**config.mk**
```make
export PLATFORM = sky130hd
export DESIGN_NAME = recent_device_seen_table_top_flat
export DESIGN_NICKNAME = d
export VERILOG_FILES = /design/src/design/rdst_pkg.sv /design/src/design/rdst_if.sv /design/src/design/rdst_front.sv /design/src/design/rdst_queue.sv /design/src/design/rdst_back.sv /design/src/design/recent_device_seen_table_top.sv /design/src/flat_wrapper.sv
export SDC_FILE = /design/constraint.sdc
export NUM_CORES = 2
export LEC_CHECK = 0
export BUFFER_PORTS_ARGS = -buffer_cell sky130_fd_sc_hd__buf_2
export CORE_ASPECT_RATIO = 0.7
export CORE_MARGIN = 2
export CORE_UTILIZATION = 40
export CTS_BUF_LIST = sky130_fd_sc_hd__clkbuf_2 sky130_fd_sc_hd__clkbuf_4 sky130_fd_sc_hd__clkbuf_8
export DETAILED_ROUTE_END_ITERATION = 7
export GPL_ROUTABILITY_DRIVEN = 0
export REMOVE_ABC_BUFFERS = 1
export SLEW_MARGIN = 20
export SYNTH_ARGS = -nofsm -noshare
export SYNTH_HDL_FRONTEND = slang
export SYNTH_SLANG_ARGS = --single-unit
export TNS_END_PERCENT = 100
```
**constraint.sdc**
```tcl
create_clock -name i_clk -period 11.6 [get_ports i_clk]
set_input_delay 1.16 -clock i_clk [delete_from_list [all_inputs] [get_ports i_clk]]
set_output_delay 1.16 -clock i_clk [all_outputs]
set_load 0.02 [all_outputs]
```
**src/design/rdst_pkg.sv**
```systemverilog
// Shared types, constants and helpers for the recent device seen table.
// No dependencies; compiled first.
`default_nettype none

package rdst_pkg;

    // Table geometry
    localparam int TABLE_DEPTH   = 32;
    localparam int ADDRESS_BYTES = 6;
    localparam int IDX_W         = $clog2(TABLE_DEPTH);
    localparam int CNT_W         = $clog2(TABLE_DEPTH + 1);
    localparam int ADDR_W        = 48;
    localparam int IDENT_W       = 16;
    localparam int ENTRY_W       = ADDR_W + IDENT_W;

    // Only the low ADDRESS_BYTES address bytes take part in a compare (all six here)
    localparam logic [ADDR_W-1:0] ADDR_MASK = (ADDRESS_BYTES >= 6) ? '1 :
        ((ADDR_W'(1) << (8 * ADDRESS_BYTES)) - ADDR_W'(1));

    // Command queue between front and back
    localparam int QUEUE_DEPTH = 2;
    localparam int Q_PTR_W     = $clog2(QUEUE_DEPTH);
    localparam int Q_CNT_W     = $clog2(QUEUE_DEPTH + 1);

    // Configuration register indexes
    localparam int CFG_IDX_W = 3;
    typedef enum logic [CFG_IDX_W-1:0] {
        CFG_USED     = 3'd0,
        CFG_VISITED  = 3'd1,
        CFG_SETTABLE = 3'd2,
        CFG_TYPE     = 3'd3,
        CFG_BADGE    = 3'd4,
        CFG_PEER     = 3'd5
    } t_cfg_idx;

    typedef struct packed {
        logic [7:0] used_mask;
        logic [7:0] visited_mask;
        logic [7:0] settable_mask;
        logic [7:0] type_mask;
        logic [7:0] badge_type_code;
        logic [7:0] peer_type_code;
    } t_cfg;

    // Input kinds
    typedef enum logic [1:0] {
        KIND_CHECK = 2'd0,
        KIND_SET   = 2'd1,
        KIND_COUNT = 2'd2
    } t_kind;

    // Decoded operation
    typedef enum logic [1:0] {
        OP_CHECK = 2'd0,
        OP_SET   = 2'd1,
        OP_COUNT = 2'd2,
        OP_NONE  = 2'd3
    } t_op;

    // Result status codes
    typedef enum logic [1:0] {
        ST_FOUND  = 2'd0,
        ST_ADDED  = 2'd1,
        ST_ABSENT = 2'd2,
        ST_COUNT  = 2'd3
    } t_status;

    // Classified command word
    typedef struct packed {
        t_op                op;
        logic [ADDR_W-1:0]  addr;
        logic [IDENT_W-1:0] ident;
        logic               is_badge;
        logic               is_peer;
        logic               contacted;
        logic [7:0]         request_flags;
    } t_cmd;

    // Slot number as the 5-bit result field
    function automatic logic [4:0] idx_out(input logic [IDX_W-1:0] i);
        logic [8:0] w;
        w = 9'(i);
        return w[4:0];
    endfunction

    // Used count as the 6-bit result field
    function automatic logic [5:0] cnt_out(input logic [CNT_W-1:0] c);
        logic [9:0] w;
        w = 10'(c);
        return w[5:0];
    endfunction

    // Walk one slot toward older entries, wrapping
    function automatic logic [IDX_W-1:0] step_back(input logic [IDX_W-1:0] p);
        return (p == '0) ? IDX_W'(TABLE_DEPTH - 1) : p - 1'b1;
    endfunction

    // Advance the write pointer, wrapping
    function automatic logic [IDX_W-1:0] step_fwd(input logic [IDX_W-1:0] p);
        return (p == IDX_W'(TABLE_DEPTH - 1)) ? '0 : p + 1'b1;
    endfunction

endpackage

`default_nettype wire

```
**src/design/rdst_if.sv**
```systemverilog
// Channel interfaces: input words, result words and configuration writes.
// Standalone; compiled after rdst_pkg.
`default_nettype none

interface rdst_in_if;
    logic        valid;
    logic        ready;
    logic [1:0]  kind;
    logic [47:0] device_address;
    logic [15:0] device_ident;
    logic [7:0]  device_type;
    logic        contacted;
    logic [7:0]  request_flags;

    modport source (output valid, kind, device_address, device_ident, device_type,
                    contacted, request_flags, input ready);
    modport sink   (input valid, kind, device_address, device_ident, device_type,
                    contacted, request_flags, output ready);
endinterface

interface rdst_out_if;
    logic       valid;
    logic       ready;
    logic [1:0] status;
    logic [7:0] flags_out;
    logic [4:0] entry_index;
    logic [5:0] used_count;

    modport source (output valid, status, flags_out, entry_index, used_count,
                    input ready);
    modport sink   (input valid, status, flags_out, entry_index, used_count,
                    output ready);
endinterface

interface rdst_cfg_if;
    logic       valid;
    logic       ready;
    logic [2:0] reg_index;
    logic [7:0] wr_data;

    modport source (output valid, reg_index, wr_data, input ready);
    modport sink   (input valid, reg_index, wr_data, output ready);
endinterface

`default_nettype wire

```
**src/design/rdst_front.sv**
```systemverilog
// Front end: accepts input words, decodes the kind and classifies the type.
// Depends on rdst_pkg and rdst_in_if.
`default_nettype none

module rdst_front (
    input  wire logic          i_clk,
    input  wire logic          i_rst_n,
    rdst_in_if.sink            i_in,
    input  wire rdst_pkg::t_cfg i_cfg,
    output logic               o_push_vld,
    output rdst_pkg::t_cmd     o_push_cmd,
    input  wire logic          i_push_rdy
);
    import rdst_pkg::*;

    logic r_vld;
    t_cmd r_cmd;
    t_cmd n_cmd;
    logic take;

    // Holding stage frees up as soon as the queue takes its word
    assign i_in.ready = !r_vld || i_push_rdy;
    assign take       = i_in.valid && i_in.ready;

    // Decode and classify
    always_comb begin
        n_cmd               = '0;
        case (t_kind'(i_in.kind))
            KIND_CHECK: n_cmd.op = OP_CHECK;
            KIND_SET:   n_cmd.op = OP_SET;
            KIND_COUNT: n_cmd.op = OP_COUNT;
            default:    n_cmd.op = OP_NONE;
        endcase
        n_cmd.addr          = i_in.device_address & ADDR_MASK;
        n_cmd.ident         = i_in.device_ident;
        n_cmd.is_badge      = (i_in.device_type == i_cfg.badge_type_code);
        n_cmd.is_peer       = (i_in.device_type == i_cfg.peer_type_code);
        n_cmd.contacted     = i_in.contacted;
        n_cmd.request_flags = i_in.request_flags;
    end

    always_ff @(posedge i_clk) begin
        if (!i_rst_n) begin
            r_vld <= 1'b0;
        end else if (take) begin
            r_vld <= 1'b1;
        end else if (i_push_rdy) begin
            r_vld <= 1'b0;
        end
    end

    always_ff @(posedge i_clk) begin
        if (take) begin
            r_cmd <= n_cmd;
        end
    end

    assign o_push_vld = r_vld;
    assign o_push_cmd = r_cmd;

endmodule

`default_nettype wire

```
**src/design/rdst_queue.sv**
```systemverilog
// Short command queue between front end and table engine.
// Depends on rdst_pkg.
`default_nettype none

module rdst_queue (
    input  wire logic           i_clk,
    input  wire logic           i_rst_n,
    input  wire logic           i_push_vld,
    input  wire rdst_pkg::t_cmd i_push_cmd,
    output logic                o_push_rdy,
    output logic                o_pop_vld,
    output rdst_pkg::t_cmd      o_pop_cmd,
    input  wire logic           i_pop_rdy
);
    import rdst_pkg::*;

    t_cmd               r_q [QUEUE_DEPTH];
    logic [Q_PTR_W-1:0] r_wr;
    logic [Q_PTR_W-1:0] r_rd;
    logic [Q_CNT_W-1:0] r_cnt;
    logic               push;
    logic               pop;

    assign o_push_rdy = (r_cnt != Q_CNT_W'(QUEUE_DEPTH));
    assign o_pop_vld  = (r_cnt != '0);
    assign o_pop_cmd  = r_q[r_rd];
    assign push       = i_push_vld && o_push_rdy;
    assign pop        = o_pop_vld && i_pop_rdy;

    // Pointers and fill level
    always_ff @(posedge i_clk) begin
        if (!i_rst_n) begin
            r_wr  <= '0;
            r_rd  <= '0;
            r_cnt <= '0;
        end else begin
            if (push) begin
                r_wr <= (r_wr == Q_PTR_W'(QUEUE_DEPTH - 1)) ? '0 : r_wr + 1'b1;
            end
            if (pop) begin
                r_rd <= (r_rd == Q_PTR_W'(QUEUE_DEPTH - 1)) ? '0 : r_rd + 1'b1;
            end
            if (push && !pop) begin
                r_cnt <= r_cnt + 1'b1;
            end else if (pop && !push) begin
                r_cnt <= r_cnt - 1'b1;
            end
        end
    end

    // Storage
    always_ff @(posedge i_clk) begin
        if (push) begin
            r_q[r_wr] <= i_push_cmd;
        end
    end

endmodule

`default_nettype wire

```
**src/design/rdst_back.sv**
```systemverilog
// Table engine: holds the entry stores, scans newest first, updates the
// table and registers one result word per command. Depends on rdst_pkg and rdst_out_if.
`default_nettype none

module rdst_back (
    input  wire logic           i_clk,
    input  wire logic           i_rst_n,
    input  wire rdst_pkg::t_cfg i_cfg,
    input  wire logic           i_pop_vld,
    input  wire rdst_pkg::t_cmd i_pop_cmd,
    output logic                o_pop_rdy,
    rdst_out_if.source          o_out
);
    import rdst_pkg::*;

    typedef enum logic [1:0] {
        S_IDLE,
        S_SCAN,
        S_DONE
    } t_state;

    // Entry stores
    logic [ENTRY_W-1:0] mem_entry [TABLE_DEPTH];
    logic [7:0]         mem_flags [TABLE_DEPTH];
    logic [TABLE_DEPTH-1:0] r_fvalid;

    // Read side
    logic [ENTRY_W-1:0] r_eq;
    logic [7:0]         r_fq;
    logic               r_fq_vld;

    // Sequencer
    t_state             r_state,  n_state;
    t_cmd               r_cmd,    n_cmd;
    logic [IDX_W-1:0]   r_wp,     n_wp;
    logic [IDX_W-1:0]   r_pos,    n_pos;
    logic [CNT_W-1:0]   r_issued, n_issued;
    logic               r_chk_vld, n_chk_vld;
    logic [IDX_W-1:0]   r_chk_pos, n_chk_pos;
    logic [IDX_W-1:0]   r_used,   n_used;
    logic               r_hit,    n_hit;
    logic [IDX_W-1:0]   r_slot,   n_slot;
    logic [7:0]         r_hflags, n_hflags;
    logic [CNT_W-1:0]   r_count,  n_count;

    // Result register
    logic               r_out_vld, n_out_vld;
    t_status            r_status,  n_status;
    logic [7:0]         r_oflags,  n_oflags;
    logic [4:0]         r_oidx,    n_oidx;
    logic [5:0]         r_ocnt,    n_ocnt;

    // Store write controls
    logic               we_entry;
    logic               we_flags;
    logic [IDX_W-1:0]   wr_addr;
    logic [7:0]         wr_flags;

    logic               chk_used;
    logic               chk_match;
    logic               out_free;
    logic [7:0]         set_flags;

    assign out_free  = !r_out_vld || o_out.ready;
    assign chk_used  = r_fq_vld && ((r_fq & i_cfg.used_mask) != 8'd0);
    assign chk_match = (r_eq == {r_cmd.addr, r_cmd.ident});
    assign set_flags = r_hflags | (r_cmd.request_flags & i_cfg.settable_mask) |
                       i_cfg.used_mask;
    assign o_pop_rdy = (r_state == S_IDLE);

    // Next-state logic
    always_comb begin
        n_state   = r_state;
        n_cmd     = r_cmd;
        n_wp      = r_wp;
        n_pos     = r_pos;
        n_issued  = r_issued;
        n_chk_vld = r_chk_vld;
        n_chk_pos = r_chk_pos;
        n_used    = r_used;
        n_hit     = r_hit;
        n_slot    = r_slot;
        n_hflags  = r_hflags;
        n_count   = r_count;
        n_out_vld = r_out_vld && !o_out.ready;
        n_status  = r_status;
        n_oflags  = r_oflags;
        n_oidx    = r_oidx;
        n_ocnt    = r_ocnt;
        we_entry  = 1'b0;
        we_flags  = 1'b0;
        wr_addr   = r_wp;
        wr_flags  = 8'd0;

        case (r_state)
            // Take a command and start the walk at the newest entry
            S_IDLE: begin
                if (i_pop_vld) begin
                    n_cmd     = i_pop_cmd;
                    n_pos     = r_wp;
                    n_issued  = '0;
                    n_chk_vld = 1'b0;
                    n_used    = '0;
                    n_hit     = 1'b0;
                    n_count   = '0;
                    n_state   = (i_pop_cmd.op == OP_NONE) ? S_DONE : S_SCAN;
                end
            end

            // One read issued and one entry checked per cycle
            S_SCAN: begin
                n_chk_vld = (r_issued != CNT_W'(TABLE_DEPTH));
                n_chk_pos = r_pos;
                if (r_issued != CNT_W'(TABLE_DEPTH)) begin
                    n_pos    = step_back(r_pos);
                    n_issued = r_issued + 1'b1;
                end
                if (r_chk_vld) begin
                    if (!chk_used) begin
                        n_state = S_DONE;
                        n_count = CNT_W'(r_used);
                    end else if (r_cmd.op != OP_COUNT && chk_match) begin
                        n_state  = S_DONE;
                        n_hit    = 1'b1;
                        n_slot   = r_chk_pos;
                        n_hflags = r_fq;
                    end else if (r_used == IDX_W'(TABLE_DEPTH - 1)) begin
                        n_state = S_DONE;
                        n_count = CNT_W'(TABLE_DEPTH);
                    end else begin
                        n_used = r_used + 1'b1;
                    end
                end
            end

            // Apply the update and load the result word
            S_DONE: begin
                if (out_free) begin
                    n_state   = S_IDLE;
                    n_out_vld = 1'b1;
                    n_status  = ST_ABSENT;
                    n_oflags  = 8'd0;
                    n_oidx    = 5'd0;
                    n_ocnt    = 6'd0;
                    case (r_cmd.op)
                        OP_CHECK: begin
                            if (r_hit) begin
                                n_status = ST_FOUND;
                                n_oflags = r_hflags;
                                n_oidx   = idx_out(r_slot);
                            end else if (r_cmd.is_badge) begin
                                if (r_cmd.contacted) begin
                                    n_wp     = step_fwd(r_wp);
                                    we_entry = 1'b1;
                                    we_flags = 1'b1;
                                    wr_addr  = n_wp;
                                    wr_flags = i_cfg.used_mask | i_cfg.visited_mask |
                                               (i_cfg.badge_type_code & i_cfg.type_mask);
                                    n_status = ST_ADDED;
                                    n_oflags = i_cfg.used_mask | i_cfg.visited_mask;
                                    n_oidx   = idx_out(n_wp);
                                end
                            end else if (r_cmd.is_peer) begin
                                n_wp     = step_fwd(r_wp);
                                we_entry = 1'b1;
                                we_flags = 1'b1;
                                wr_addr  = n_wp;
                                wr_flags = i_cfg.used_mask |
                                           (i_cfg.peer_type_code & i_cfg.type_mask);
                                n_status = ST_ADDED;
                                n_oflags = i_cfg.used_mask;
                                n_oidx   = idx_out(n_wp);
                            end
                        end
                        OP_SET: begin
                            if (r_hit) begin
                                we_flags = 1'b1;
                                wr_addr  = r_slot;
                                wr_flags = set_flags;
                                n_status = ST_FOUND;
                                n_oflags = set_flags;
                                n_oidx   = idx_out(r_slot);
                            end
                        end
                        OP_COUNT: begin
                            n_status = ST_COUNT;
                            n_ocnt   = cnt_out(r_count);
                        end
                        default: begin
                            n_status = ST_ABSENT;
                        end
                    endcase
                end
            end

            default: begin
                n_state = S_IDLE;
            end
        endcase
    end

    // Control state and result register
    always_ff @(posedge i_clk) begin
        if (!i_rst_n) begin
            r_state   <= S_IDLE;
            r_wp      <= '0;
            r_issued  <= '0;
            r_out_vld <= 1'b0;
            r_chk_vld <= 1'b0;
            r_fvalid  <= '0;
        end else begin
            r_state   <= n_state;
            r_wp      <= n_wp;
            r_issued  <= n_issued;
            r_out_vld <= n_out_vld;
            r_chk_vld <= n_chk_vld;
            if (we_flags) begin
                r_fvalid[wr_addr] <= 1'b1;
            end
        end
    end

    always_ff @(posedge i_clk) begin
        r_cmd     <= n_cmd;
        r_pos     <= n_pos;
        r_chk_pos <= n_chk_pos;
        r_used    <= n_used;
        r_hit     <= n_hit;
        r_slot    <= n_slot;
        r_hflags  <= n_hflags;
        r_count   <= n_count;
        r_status  <= n_status;
        r_oflags  <= n_oflags;
        r_oidx    <= n_oidx;
        r_ocnt    <= n_ocnt;
    end

    // Entry stores: one write port, one registered read at the scan position
    always_ff @(posedge i_clk) begin
        if (we_entry) begin
            mem_entry[wr_addr] <= {r_cmd.addr, r_cmd.ident};
        end
        if (we_flags) begin
            mem_flags[wr_addr] <= wr_flags;
        end
        r_eq     <= mem_entry[r_pos];
        r_fq     <= mem_flags[r_pos];
        r_fq_vld <= r_fvalid[r_pos];
    end

    assign o_out.valid       = r_out_vld;
    assign o_out.status      = r_status;
    assign o_out.flags_out   = r_oflags;
    assign o_out.entry_index = r_oidx;
    assign o_out.used_count  = r_ocnt;

    // Walk never issues past the table depth
    a_issue_bound: assert property (@(posedge i_clk) disable iff (!i_rst_n)
        r_issued <= CNT_W'(TABLE_DEPTH))
        else $error("scan issued past table depth");

    // An entry under check was issued earlier in this walk
    a_check_order: assert property (@(posedge i_clk) disable iff (!i_rst_n)
        (r_state == S_SCAN && r_chk_vld) |-> (CNT_W'(r_used) < r_issued))
        else $error("entry checked before its read was issued");

    // Write pointer moves only while a result is being loaded
    a_wp_stable: assert property (@(posedge i_clk) disable iff (!i_rst_n)
        (r_state != S_DONE) |=> $stable(r_wp))
        else $error("write pointer moved outside the update step");

    // A loaded result never overwrites one still waiting
    a_no_overrun: assert property (@(posedge i_clk) disable iff (!i_rst_n)
        (r_state == S_DONE && r_out_vld && !o_out.ready) |=> (r_state == S_DONE))
        else $error("result loaded while output stalled");

endmodule

`default_nettype wire

```
**src/design/recent_device_seen_table_top.sv**
```systemverilog
// Top level of the recent device seen table: configuration registers,
// front end, command queue and table engine. Depends on rdst_pkg, rdst_if.
//
//  channel  dir  handshake      word
//  i_in     in   valid/ready    kind, device_address, device_ident, device_type,
//                               contacted, request_flags
//  o_out    out  valid/ready    status, flags_out, entry_index, used_count
//  i_cfg    in   valid/ready    reg_index, wr_data (always ready)
//
// A command passes through the engine as a dequeue step, then a walk over
// the table entries, newest first, through the registered read (an unused
// kind walks nothing), then an update step. The entry store read port sets the
// walk rate. Synchronous reset clears the flags-valid bits, write pointer and
// all handshake state. Each side stalls independently through the queue and
// the output register.
`default_nettype none

module recent_device_seen_table_top (
    input  wire logic i_clk,
    input  wire logic i_rst_n,
    rdst_in_if.sink   i_in,
    rdst_out_if.source o_out,
    rdst_cfg_if.sink  i_cfg
);
    import rdst_pkg::*;

    t_cfg r_cfg;
    logic push_vld;
    t_cmd push_cmd;
    logic push_rdy;
    logic pop_vld;
    t_cmd pop_cmd;
    logic pop_rdy;

    // Configuration registers
    assign i_cfg.ready = 1'b1;

    always_ff @(posedge i_clk) begin
        if (!i_rst_n) begin
            r_cfg.used_mask       <= 8'd1;
            r_cfg.visited_mask    <= 8'd2;
            r_cfg.settable_mask   <= 8'd15;
            r_cfg.type_mask       <= 8'd240;
            r_cfg.badge_type_code <= 8'd16;
            r_cfg.peer_type_code  <= 8'd32;
        end else if (i_cfg.valid) begin
            case (t_cfg_idx'(i_cfg.reg_index))
                CFG_USED:     r_cfg.used_mask       <= i_cfg.wr_data;
                CFG_VISITED:  r_cfg.visited_mask    <= i_cfg.wr_data;
                CFG_SETTABLE: r_cfg.settable_mask   <= i_cfg.wr_data;
                CFG_TYPE:     r_cfg.type_mask       <= i_cfg.wr_data;
                CFG_BADGE:    r_cfg.badge_type_code <= i_cfg.wr_data;
                CFG_PEER:     r_cfg.peer_type_code  <= i_cfg.wr_data;
                default: begin
                end
            endcase
        end
    end

    rdst_front u_front (
        .i_clk      (i_clk),
        .i_rst_n    (i_rst_n),
        .i_in       (i_in),
        .i_cfg      (r_cfg),
        .o_push_vld (push_vld),
        .o_push_cmd (push_cmd),
        .i_push_rdy (push_rdy)
    );

    rdst_queue u_queue (
        .i_clk      (i_clk),
        .i_rst_n    (i_rst_n),
        .i_push_vld (push_vld),
        .i_push_cmd (push_cmd),
        .o_push_rdy (push_rdy),
        .o_pop_vld  (pop_vld),
        .o_pop_cmd  (pop_cmd),
        .i_pop_rdy  (pop_rdy)
    );

    rdst_back u_back (
        .i_clk     (i_clk),
        .i_rst_n   (i_rst_n),
        .i_cfg     (r_cfg),
        .i_pop_vld (pop_vld),
        .i_pop_cmd (pop_cmd),
        .o_pop_rdy (pop_rdy),
        .o_out     (o_out)
    );

endmodule

`default_nettype wire
```
**src/flat_wrapper.sv**
```systemverilog
// flat-port wrapper written by rule: the top's interface ports become plain ports
module recent_device_seen_table_top_flat import rdst_pkg::*;
  (i_clk, i_rst_n, i_in_valid, i_in_kind, i_in_device_address, i_in_device_ident, i_in_device_type, i_in_contacted, i_in_request_flags, i_in_ready, o_out_valid, o_out_status, o_out_flags_out, o_out_entry_index, o_out_used_count, o_out_ready, i_cfg_valid, i_cfg_reg_index, i_cfg_wr_data, i_cfg_ready);
  rdst_in_if i_in_i ();
  rdst_out_if o_out_i ();
  rdst_cfg_if i_cfg_i ();
  input  wire logic i_clk;
  input  wire logic i_rst_n;
  input wire logic [$bits(i_in_i.valid)-1:0] i_in_valid;
  input wire logic [$bits(i_in_i.kind)-1:0] i_in_kind;
  input wire logic [$bits(i_in_i.device_address)-1:0] i_in_device_address;
  input wire logic [$bits(i_in_i.device_ident)-1:0] i_in_device_ident;
  input wire logic [$bits(i_in_i.device_type)-1:0] i_in_device_type;
  input wire logic [$bits(i_in_i.contacted)-1:0] i_in_contacted;
  input wire logic [$bits(i_in_i.request_flags)-1:0] i_in_request_flags;
  output wire logic [$bits(i_in_i.ready)-1:0] i_in_ready;
  output wire logic [$bits(o_out_i.valid)-1:0] o_out_valid;
  output wire logic [$bits(o_out_i.status)-1:0] o_out_status;
  output wire logic [$bits(o_out_i.flags_out)-1:0] o_out_flags_out;
  output wire logic [$bits(o_out_i.entry_index)-1:0] o_out_entry_index;
  output wire logic [$bits(o_out_i.used_count)-1:0] o_out_used_count;
  input wire logic [$bits(o_out_i.ready)-1:0] o_out_ready;
  input wire logic [$bits(i_cfg_i.valid)-1:0] i_cfg_valid;
  input wire logic [$bits(i_cfg_i.reg_index)-1:0] i_cfg_reg_index;
  input wire logic [$bits(i_cfg_i.wr_data)-1:0] i_cfg_wr_data;
  output wire logic [$bits(i_cfg_i.ready)-1:0] i_cfg_ready;
  assign i_in_i.valid = i_in_valid;
  assign i_in_i.kind = i_in_kind;
  assign i_in_i.device_address = i_in_device_address;
  assign i_in_i.device_ident = i_in_device_ident;
  assign i_in_i.device_type = i_in_device_type;
  assign i_in_i.contacted = i_in_contacted;
  assign i_in_i.request_flags = i_in_request_flags;
  assign i_in_ready = i_in_i.ready;
  assign o_out_valid = o_out_i.valid;
  assign o_out_status = o_out_i.status;
  assign o_out_flags_out = o_out_i.flags_out;
  assign o_out_entry_index = o_out_i.entry_index;
  assign o_out_used_count = o_out_i.used_count;
  assign o_out_i.ready = o_out_ready;
  assign i_cfg_i.valid = i_cfg_valid;
  assign i_cfg_i.reg_index = i_cfg_reg_index;
  assign i_cfg_i.wr_data = i_cfg_wr_data;
  assign i_cfg_ready = i_cfg_i.ready;
  recent_device_seen_table_top u_core (.i_clk(i_clk), .i_rst_n(i_rst_n), .i_in(i_in_i), .o_out(o_out_i), .i_cfg(i_cfg_i));
endmodule
```
==> metrics.cfg <==
[outcome]
status = finished clean

[drt]
wl_per_cell_um = 28.5
drc = 0
vias = 50400
antenna_left = 0
wl_um = 257000
drt_iter0_markers = 6046
dr.pass1.iters = 5
via_per_inst = 5.57

[yosys]
synth-async-reset-ratio = 0
synth_top_family_by_area = multiplexers
synth_warnings = 0
yosysTopAreaCell = edfxtp_1
yosys.area_share.simple = 0.0194
synth_ff_type = edfxtp_1
synth_cell_types = 67
synth_top_area_share = 0.750
synthCells = 4690
synth_area_sq_um = 107000
synth_fa_ha_area_frac = 0.000937
yosysSeqAreaShare = 0.782
avgSynthCellArea_sq_um = 22.8
synth_area_leaders = edfxtp_1, mux4_2, dfxtp_1
synth.area.mux_share = 0.170
synth-seq-cells = 2842
synth_xor_area_frac = 0.00762
synth_compound_area_frac = 0.0100
synth_edf_count = 2668

[clock_network]
htreeDepth = 5
clk_path_buf_depth = 4
clockRootBuffer = clkbuf_8
cts-hold-fix-buffers = 0
post_cts_buffers = 0
insertion_delay_ns = 0.98
cts_resized = 0
clk_pin_slew_worst_paths_ns = 0.07
cts.sinks = 2842
numCtsBuffers = 410
cts_tree = done

[sta]
rsz0062_at_grt = false
setup_tns_ns = 0
fin_crit_sh = 0.463
max_freq_mhz = 186
worst_clock_skew_ns = 0.0591
slew_headroom = 0.211
tightest_slew_ns = 1.17
final.setup.worst_slack_ns = 6.23
whs_ns = 0.347
period_needed_ns = 5.37
final_max_slew_viol_count = 0
setup_viol = 0
final_hold_viol_count = 0

[critical_path]
r2r_slack_ns = 6.23
required_ns = 12.18
worstSetupPathType = reg2reg
endpoint_kind = register
cp-start-kind = register
worstPathArrival_ns = 5.95
cp_max_fo = 43

[die]
coreArea_sq_um = 265000
fp.dieArea_sq_um = 271000
start_util = 0.403
io_pins = 123
die_x_um = 622
die_y_um = 436
fp-row-count = 158

[grt]
grt.overflow.total = 0
track_usage = 0.187
grt_use_met2 = 0.274
antenna_found_initial = 9
grtUsageMet3 = 0.0356
grt_use_met1 = 0.292
grt_pass1_wl_um = 368000
grt_max_degree = 127
grt_busiest_layer = met1
grt_pass1_vias = 50800

[final_layout]
seqCellArea_sq_um = 83600
multiInputGateArea_sq_um = 22500
finish.instance_area_sq_um = 121000
layout_commonest_cell = edfxtp_1
drive_gt1_frac = 0.350
num-fill-cells = 22100
fin_nets = 5278
mostFrequentLayoutCells = edfxtp_1, mux4_2, clkbuf_8
area_growth_pct = 13.4
final_util = 0.457

[place]
hpwl_um = 143000
placed_area_sq_um = 113000
portBuffers = 121
detailedPlace.worstSlack_ns = 5.78

[flow_run]
drv_cap = 0

[hold_path]
hold_path_class = in2reg

[pwr]
power.leakage_nw = 37.2
peakVddDrop_mv = 0.213
p_per_area_nw_per_um2 = 231

-- synth_stat cells, types with 3 or more instances --
library cell,instances
o21a_1,8
and3_1,11
nand2_1,173
mux2_2,152
ha_1,8
inv_1,14
dfxtp_1,174
o31ai_1,4
o21ai_1,4
nor4_2,3
or3_1,4
nor4_1,4
buf_4,5
a21oi_1,70
xor2_1,15
a211oi_1,8
a22oi_1,8
edfxtp_1,2668
clkbuf_1,136
nor3_1,12
nand2b_1,14
xnor2_1,78
a31oi_1,9
nand4_1,24
and2_1,10
buf_1,24
nand3b_1,8
o22ai_1,9
o21ai_2,3
nor2b_1,11
nand3_1,37
o21ai_0,40
nor2_1,117
buf_2,56
mux4_2,730
-- worst paths after layout --
check                                        from                                  endpoint  cells past startpoint
max                 u_core.u_back.r_hit$_DFFE_PP_  u_core.u_back.mem_entry[11][4]$_DFFE_PP_                      7
min                       i_in_device_address[43]   u_core.u_front.o_push_cmd[70]$_DFFE_PP_                      1
max reg2reg         u_core.u_back.r_hit$_DFFE_PP_  u_core.u_back.mem_entry[11][4]$_DFFE_PP_                      7
min reg2reg  u_core.u_back.r_chk_pos[3]$_DFFE_PP_         u_core.u_back.r_slot[3]$_DFFE_PP_                      0
-- per-stage QoR --
step                instances  total power, W
floorplan                4467          0.0196
global placement         8269          0.0200
detailed placement       8272          0.0201
CTS                      9024          0.0283
global route             9033          0.0291
finish                   9035          0.0280
-- cell type report --
cell class,count,share of cell area
Tap cell,3520,0.0364
Sequential cell,2842,0.690
Clock buffer,608,0.0605
Clock inverter,144,0.00911
Timing Repair Buffer,292,0.0171
Antenna cell,4,0.0000826
Multi-Input combinational cell,1609,0.186
Inverter,16,0.000537
-- registers in the layout (all words and copies together), names as in the netlist, 6 cells and up, named ones only --
name                            flops
u_core.r_cfg                       48
u_core.u_back.mem_entry          2048
u_core.u_back.mem_flags           256
u_core.u_back.o_out.flags_out       8
u_core.u_back.o_out.used_count      6
u_core.u_back.r_cmd                77
u_core.u_back.r_count               6
u_core.u_back.r_eq                 64
u_core.u_back.r_fq                  8
u_core.u_back.r_fvalid             32
u_core.u_back.r_hflags              8
u_core.u_back.r_issued              6
u_core.u_front.o_push_cmd          77
u_core.u_queue.r_q                154
-- logic make-up after synthesis --
logic type                 count (synthesis)
and+or+nand+nor                          444
xor gates and xnor gates                  93
other                                      1
adders and majority gates                  8
muxes                                    884
DFF                                     2842
buffers and inverters                    239
AOI/OAI and AO/OA                        179
-- report_power, final --
part | switching, W | internal [W]
sequential | 0.000355 | 0.0124
clock | 0.00380 | 0.00441
combinational | 0.00393 | 0.00313
-- worst max-delay path, stage by stage, from the launching register on --
cell and delay, ns:
edfxtp_1 1.10, nor2b_1 0.17, nor4_2 0.30, o32a_1 0.44
nand4_1 0.64, nand2b_1 0.51, nor2_4 0.83, buf_4 0.87
-- per-layer routing --
layer  vias to the layer above  wire (um)
met5                         -          0
met4                         0       4320
met3                       326      20300
met2                      2081     114000
met1                     27300     118000
li1                      20600          -
No activity file was read; power rests on OpenSTA's default activity.
